File: src/sv/toc_ram.sv
// Generic single-write, single-read RAM with a registered read port.
// Used as the vertex position store; no dependencies.
module toc_ram #(
    parameter int WIDTH = 8,
    parameter int DEPTH = 16
) (
    input  logic                     i_clk,
    input  logic                     i_we,
    input  logic [$clog2(DEPTH)-1:0] i_waddr,
    input  logic [WIDTH-1:0]         i_wdata,
    input  logic [$clog2(DEPTH)-1:0] i_raddr,
    output logic [WIDTH-1:0]         o_rdata
);

    logic [WIDTH-1:0] r_mem [DEPTH];
    logic [WIDTH-1:0] r_rdata;

    always_ff @(posedge i_clk) begin
        if (i_we) begin
            r_mem[i_waddr] <= i_wdata;
        end
        r_rdata <= r_mem[i_raddr];
    end

    assign o_rdata = r_rdata;

endmodule

File: config.mk
export PLATFORM = sky130hd
export DESIGN_NAME = toc_ram
export DESIGN_NICKNAME = d
export VERILOG_FILES = /design/src/sv/toc_ram.sv
export SDC_FILE = /design/constraint.sdc
export NUM_CORES = 1
export LEC_CHECK = 0
export ABC_AREA = 1
export ABC_CLOCK_PERIOD_IN_PS = 1500
export BUFFER_PORTS_ARGS = -buffer_cell sky130_fd_sc_hd__buf_2
export CELL_PAD_IN_SITES_DETAIL_PLACEMENT = 0
export CELL_PAD_IN_SITES_GLOBAL_PLACEMENT = 2
export CORE_ASPECT_RATIO = 0.6
export CORE_MARGIN = 4
export CORE_UTILIZATION = 40
export DETAILED_ROUTE_END_ITERATION = 12
export PLACE_DENSITY = 0.89
export SYNTH_ARGS = -nofsm -noshare
export SYNTH_HDL_FRONTEND = slang
export SYNTH_SLANG_ARGS = --single-unit
File: constraint.sdc
create_clock -name i_clk -period 1.5 [get_ports i_clk]
set_input_delay 0.15 -clock i_clk [delete_from_list [all_inputs] [get_ports i_clk]]
set_output_delay 0.15 -clock i_clk [all_outputs]
set_load 0.05 [all_outputs]
# == After elaboration in Yosys (flattened, before gate mapping) ==
# Memories as Yosys holds them, arrays and structs flattened. A register that Yosys moved wholly into a read port is not among the register bits.
# Cells that the tools add are included.
# op_classes
mux,2
# ops
cell,count
$mux 1,2
# totals
register_bits,0
ram_bits,128
in_bits,18
out_inout_bits,8
wordCells,3
memories,1
# memory_table
name,depth,word_bits,rd,rd_clocked_by_memory_dff,write_ports,line,text
r_mem,16,8,1,1,1,15,logic [WIDTH-1:0] r_mem [DEPTH];

# == Longest topological paths before layout ==
# Gate-level depths: netlist (run 1).
# logic_depth
word_depth,2
ltp_mapped,8
ltp_nobuf,7

# == Worst setup path before layout (run 1) ==
# No wires, ideal clock.
# synth_path
path_kind,input -> register
from,in i_waddr[2]
to,"mem r_mem[10][0], enable pin"
setup_time_ns,0.370
arrival_time_ns,0.731
required_ns,1.130
slack_ns,0.399
path_stages,2
n_path_buf,0
cell_sequence,nand3b_1 nor2_1
# synth_lines
element,line,text
start: declaration,9,"input logic [$clog2(DEPTH)-1:0] i_waddr,"
end: declaration,15,
# Straight into the memory's write port.

# == Final worst setup path (run 1) ==
# layout_path
from,"reg r_rdata[3], in the netlist o_rdata[3] (read register of r_mem)"
to,out o_rdata[3]
# layout_lines
element,line,text
start: declaration,16,logic [WIDTH-1:0] r_rdata;
end: declaration,12,output logic [WIDTH-1:0] o_rdata
# No word-level cell between the ends.

==> flow_summary.json, run 1 <==
{
  "clk_pin_slew_ps": 60,
  "viasPerCell": 4.79,
  "skew_ps": 5.30,
  "max_freq_mhz": 816,
  "status": "finished, final reports clean",
  "startpoint_type": "flop",
  "timing.final.crit_share": 0.817,
  "rsz0062_at_grt": "false",
  "hpwl_um": 8340,
  "ant_nets": 0,
  "grt.total_usage": 0.175,
  "crit_path_max_incr_delay_ps": 380,
  "dpl_worst_slack_ps": 250,
  "ys_seq_area_frac": 0.694,
  "post_cts_buffers": 0,
  "clk_path_buf_depth": 2,
  "drive_above_1_share": 0.127,
  "cp_cell_sequence": "buf_2",
  "cp_top_family": "flip-flops",
  "fp-row-count": 33,
  "clkSinkCount": 136,
  "ys_warn_count": 0,
  "die_h_um": 101,
  "leakagePower_nw": 2.92,
  "wirelength_um": 13400,
  "die_x_um": 163,
  "num_vias": 3822,
  "first_iter_violations": 360,
  "criticalPathCategory": "reg -> out",
  "root_buffer": "clkbuf_16",
  "worstPathArrival_ps": 1080,
  "setup_viol": 0,
  "syn_to_final_growth_pct": 17.4,
  "die_area_sq_um": 16500,
  "htree_levels": 4,
  "ys_seq_elements": 136,
  "grt_antenna_before_repair": 1,
  "start_util": 0.416,
  "fin_ws_ps": 274,
  "max-cap-violations": 0,
  "slowest_stage": "dfxtp_1",
  "finalHoldViolations": 0,
  "critical_path.max_fanout": 1,
  "power_density_nw_per_um2": 1330,
  "cp-end-kind": "output port",
  "final_max_slew_viol_count": 0,
  "nets": 612,
  "synthSimpleGateAreaFrac": 0.210,
  "grt_pass1_vias": 3594,
  "synth_xor_area_frac": 0,
  "cts_resized": 0,
  "ir_worst_vdd_mv": 0.681,
  "finalCriticalPeriod_ps": 1230,
  "ctsHoldBuffers": 0,
  "hp-class": "in -> reg",
  "synth.distinct_cells": 12,
  "firstDrtPassIters": 5,
  "clk_latency_ps": 400,
  "grt_start_max_net_pins": 65,
  "synthAdderAreaFrac": 0,
  "core_sq_um": 13900,
  "fin_tns_setup_ps": 0,
  "crit_buf_inv": 1,
  "grt_overflow": 0,
  "worst_pin_slew_ps": 381,
  "place.gp.congestion": 0.746,
  "routedWlPerCell_um": 16.8,
  "port_buffers": 25,
  "critPathRequiredTime_ps": 1350,
  "grt_pass1_wl_um": 20900,
  "syn_area_sq_um": 5770,
  "synth.avg_cell_area_sq_um": 10.5,
  "route.detailed.drc": 0,
  "cts_tree": "done",
  "n_fill_cell": 1322,
  "synth_top_family_by_area": "simple AND/OR/NAND/NOR gates",
  "syn_nets": 569,
  "synthMuxAreaShare": 0,
  "ios": 26,
  "cts_buffers": 17,
  "n_antenna_cell": 0,
  "synth_compound_area_frac": 0,
  "relSlewSlack": 0.746,
  "synthCells": 551
}
where the power goes:
| group | switching [W] | internal (W) | total (W) |
|---|---|---|---|
| combinational | 0.000439 | 0.000166 | 0.000605 |
| sequential | 0.0000265 | 0.00425 | 0.00428 |
| clock | 0.00151 | 0.00258 | 0.00409 |
layout by cell type, fill, tap and decap left out:
| cell | instances |
|---|---|
| inv_6 | 1 |
| bufinv_16 | 3 |
| buf_12 | 4 |
| nor2_1 | 17 |
| nand2_1 | 173 |
| nand3b_1 | 2 |
| buf_4 | 19 |
| clkinv_2 | 1 |
| clkbuf_16 | 17 |
| inv_2 | 2 |
| clkinv_4 | 1 |
| clkinvlp_4 | 4 |
| edfxtp_1 | 128 |
| clkinv_1 | 4 |
| dfxtp_1 | 8 |
| inv_1 | 100 |
| buf_2 | 25 |
| nand3_1 | 97 |
state kept, by name, summed over array words and instances, names as in the netlist:
name,flops
r_mem,128
o_rdata,8
cell usage after synthesis, drive strengths merged:
master / count / area [sq um]
nand2: 173 / 649
nor2: 17 / 63.8
nand3: 97 / 485
dfxtp: 8 / 160
edfxtp: 128 / 3840
inv: 102 / 383
buf: 24 / 166
nand3b: 2 / 15.0
layer usage:
| metal | vias to the layer above | share of wire | global-route usage |
|---|---|---|---|
| met5 | - | 0.00052 | 0 |
| met4 | 2 | 0.0093 | 0.0599 |
| met3 | 10 | 0.079 | 0.0425 |
| met2 | 139 | 0.41 | 0.243 |
| met1 | 1814 | 0.50 | 0.266 |
| li1 | 1857 | - | - |
stage by stage:
stage | area, sq um | util | power [W] | instances | hold slack (ps)
2_1_floorplan | 5770 | - | 0.00473 | 551 | 249
3_3_place_gp | 6190 | 0.446 | 0.00495 | 767 | 544
3_5_place_dp | 6190 | 0.446 | 0.00496 | 767 | 553
4_1_cts | 6770 | 0.488 | 0.00907 | 798 | 120
5_1_grt | 6770 | 0.488 | 0.00931 | 798 | 131
6_report | 6770 | 0.488 | 0.00897 | 798 | 135
final timing paths:
kind,end,depth (start not counted),start,slack [ps]
max,o_rdata[3],1,o_rdata[3],270
min reg2reg,o_rdata[3],6,r_mem[10][3],650
min,r_mem[0][3],1,i_wdata[3],130
max reg2reg,o_rdata[4],6,r_mem[1][4],520
cell type report:
type | count | area (sq um) | share of cell area
timing repair buffer | 48 | 348 | 0.0514
clock buffer | 17 | 425 | 0.0628
multi-input combinational | 289 | 1210 | 0.179
clock inverter | 14 | 158 | 0.0233
tap | 192 | 240 | 0.0355
inverter | 102 | 383 | 0.0565
sequential | 136 | 4000 | 0.591
logic make-up (layout without fill, tap and decap cells):
| kind of cell | Yosys count | count (layout) |
|---|---|---|
| and+or+nand+nor | 289 | 289 |
| DFF | 136 | 136 |
| buffers and inverters | 126 | 181 |
Note: power is estimated with default switching activity, not from simulation.
==> run 2: changes to the inputs <==
--- a/config.mk
+++ b/config.mk
@@ -6,7 +6,7 @@
 export NUM_CORES = 1
 export LEC_CHECK = 0
 export ABC_AREA = 1
-export ABC_CLOCK_PERIOD_IN_PS = 1500
+export ABC_CLOCK_PERIOD_IN_PS = 1200
 export BUFFER_PORTS_ARGS = -buffer_cell sky130_fd_sc_hd__buf_2
 export CELL_PAD_IN_SITES_DETAIL_PLACEMENT = 0
 export CELL_PAD_IN_SITES_GLOBAL_PLACEMENT = 2
==> constraint.sdc (replaced) <==
create_clock -name i_clk -period 1.2 [get_ports i_clk]
set_input_delay 0.12 -clock i_clk [delete_from_list [all_inputs] [get_ports i_clk]]
set_output_delay 0.12 -clock i_clk [all_outputs]
set_load 0.05 [all_outputs]
==> run 2 against run 1 <==
Die area is the same. Cell area grew 1.7%. Combinational power increased by 29%. Critical path type unchanged. Sequential share of layout area down 1.0 points. Highest routed layer is now met4. Setup slack got worse by 220 ps. Largest power group is now the clock network. Sequential power rose by 25%.
==> flow_summary.json, run 2 (same netlist as run 1, synthesis figures left out) <==
{
  "die_x_um": 163,
  "power.total_w": 0.0119,
  "cts_buffers": 17,
  "reg2reg_depth": 6,
  "routedWlPerCell_um": 17.4,
  "critPathRequiredTime_ps": 1080,
  "largest_reg_flops": 128,
  "clk_pin_slew_ps": 60,
  "syn_to_final_growth_pct": 19.5,
  "setup_viol": 0,
  "grt_pass1_vias": 3746,
  "startpoint_type": "flop",
  "relSlewSlack": 0.742,
  "clk_path_buf_depth": 2,
  "fin_ws_ps": 57.3,
  "cts_tree": "done",
  "drive_above_1_share": 0.139,
  "crit_buf_inv": 1,
  "route.detailed.drc": 0,
  "hpwl_um": 8660,
  "critical_path.max_fanout": 1,
  "firstDrtPassIters": 5,
  "finalHoldViolations": 0,
  "first_iter_violations": 379,
  "fp-row-count": 33,
  "start_util": 0.416,
  "finalCriticalPeriod_ps": 1140,
  "dpl_worst_slack_ps": 40.3,
  "cp.depth": 1,
  "wirelength_um": 14000,
  "slowest_stage": "dfxtp_1",
  "dp_cells": 770,
  "num_vias": 3835,
  "die_area_sq_um": 16500,
  "root_buffer": "clkbuf_16",
  "rsz0062_at_grt": "false",
  "grt_start_max_net_pins": 65,
  "grt_pass1_wl_um": 21900,
  "clkSinkCount": 136,
  "criticalPathCategory": "reg -> out",
  "leakagePower_nw": 2.99,
  "cp_top_family": "flip-flops",
  "worstPathArrival_ps": 1020,
  "cp_cell_sequence": "clkbuf_4",
  "htree_levels": 4,
  "ir_worst_vdd_mv": 1.17,
  "hp-class": "in -> reg",
  "n_fill_cell": 1265,
  "status": "finished, final reports clean",
  "place.gp.congestion": 0.764,
  "final_common_cell": "nand2_1",
  "grt_overflow": 0,
  "worst_pin_slew_ps": 387,
  "final_util": 0.497,
  "port_buffers": 25,
  "finish.cell_count_without_fillers": 802,
  "post_cts_buffers": 0,
  "grt.total_usage": 0.182,
  "skew_ps": 8.87,
  "viasPerCell": 4.78,
  "ant_nets": 0,
  "clk_latency_ps": 420,
  "timing.final.crit_share": 0.952,
  "cp-end-kind": "output port",
  "worstHoldPathCells": 1,
  "max_freq_mhz": 875,
  "final_max_slew_viol_count": 0,
  "nets": 615,
  "grt_antenna_before_repair": 0,
  "power_density_nw_per_um2": 1720,
  "crit_path_max_incr_delay_ps": 370,
  "ios": 26,
  "die_h_um": 101,
  "largest_register": "r_mem",
  "core_sq_um": 13900,
  "n_antenna_cell": 0,
  "final_cell_mix": "nand2_1, edfxtp_1, inv_1",
  "max-cap-violations": 0,
  "fin_tns_setup_ps": 0
}
-- run 2: worst register-to-register path: stages, from the launching register on --
cell and delay (ps):
edfxtp_1 370, inv_1 60, nand2_1 40, nand3_1 70, nand3_1 140, nand3_1 120
nand2_1 60
-- run 2: final cells by class --
cell class	count	area, sq um	share of cell area
clock buffer	19	453	0.0657
sequential	136	4000	0.581
clock inverter	13	200	0.0291
timing repair buffer	51	395	0.0574
inverter	102	383	0.0556
tap	192	240	0.0349
multi-input combinational	289	1210	0.176
-- run 2: per-layer routing --
layer | routed length [um] | track usage | vias to the layer above
met5 | 0 | 0 | -
met4 | 176 | 0.0438 | 0
met3 | 948 | 0.0564 | 17
met2 | 5870 | 0.258 | 123
met1 | 6990 | 0.273 | 1831
li1 | - | - | 1864
-- run 2: worst paths after layout --
check / startpoint / end / slack [ps]
setup / recovery: o_rdata[3] / o_rdata[3] / 60
hold / removal: i_wdata[1] / r_mem[11][1] / 90
setup reg to reg: r_mem[4][4] / o_rdata[4] / 230
hold reg to reg: r_mem[2][5] / o_rdata[5] / 660
-- run 2: repair_timing --
item / 4_1_cts / 5_1_grt
endpoints found under the hold margin: 0 / 0
pin swaps: 0 / 0
hold buffers: 0 / 0
setup endpoints to repair: 3 / 2
resized for setup: 3 / 2
-- run 2: through the flow --
step	area, sq um	hold slack (ps)
4_1_cts	6880	87.7
5_1_grt	6890	91.0
3_5_place_dp	6220	529
6_report	6890	92.7
3_3_place_gp	6220	516
2_1_floorplan	5770	219
-- run 2: report_power, final --
| part | total [W] | switching [W] | internal, W |
|---|---|---|---|
| Sequential | 0.00535 | 0.0000425 | 0.00531 |
| Combinational | 0.000783 | 0.000555 | 0.000229 |
| Clock | 0.00572 | 0.00194 | 0.00378 |
| Total | 0.0119 | 0.00254 | 0.00932 |
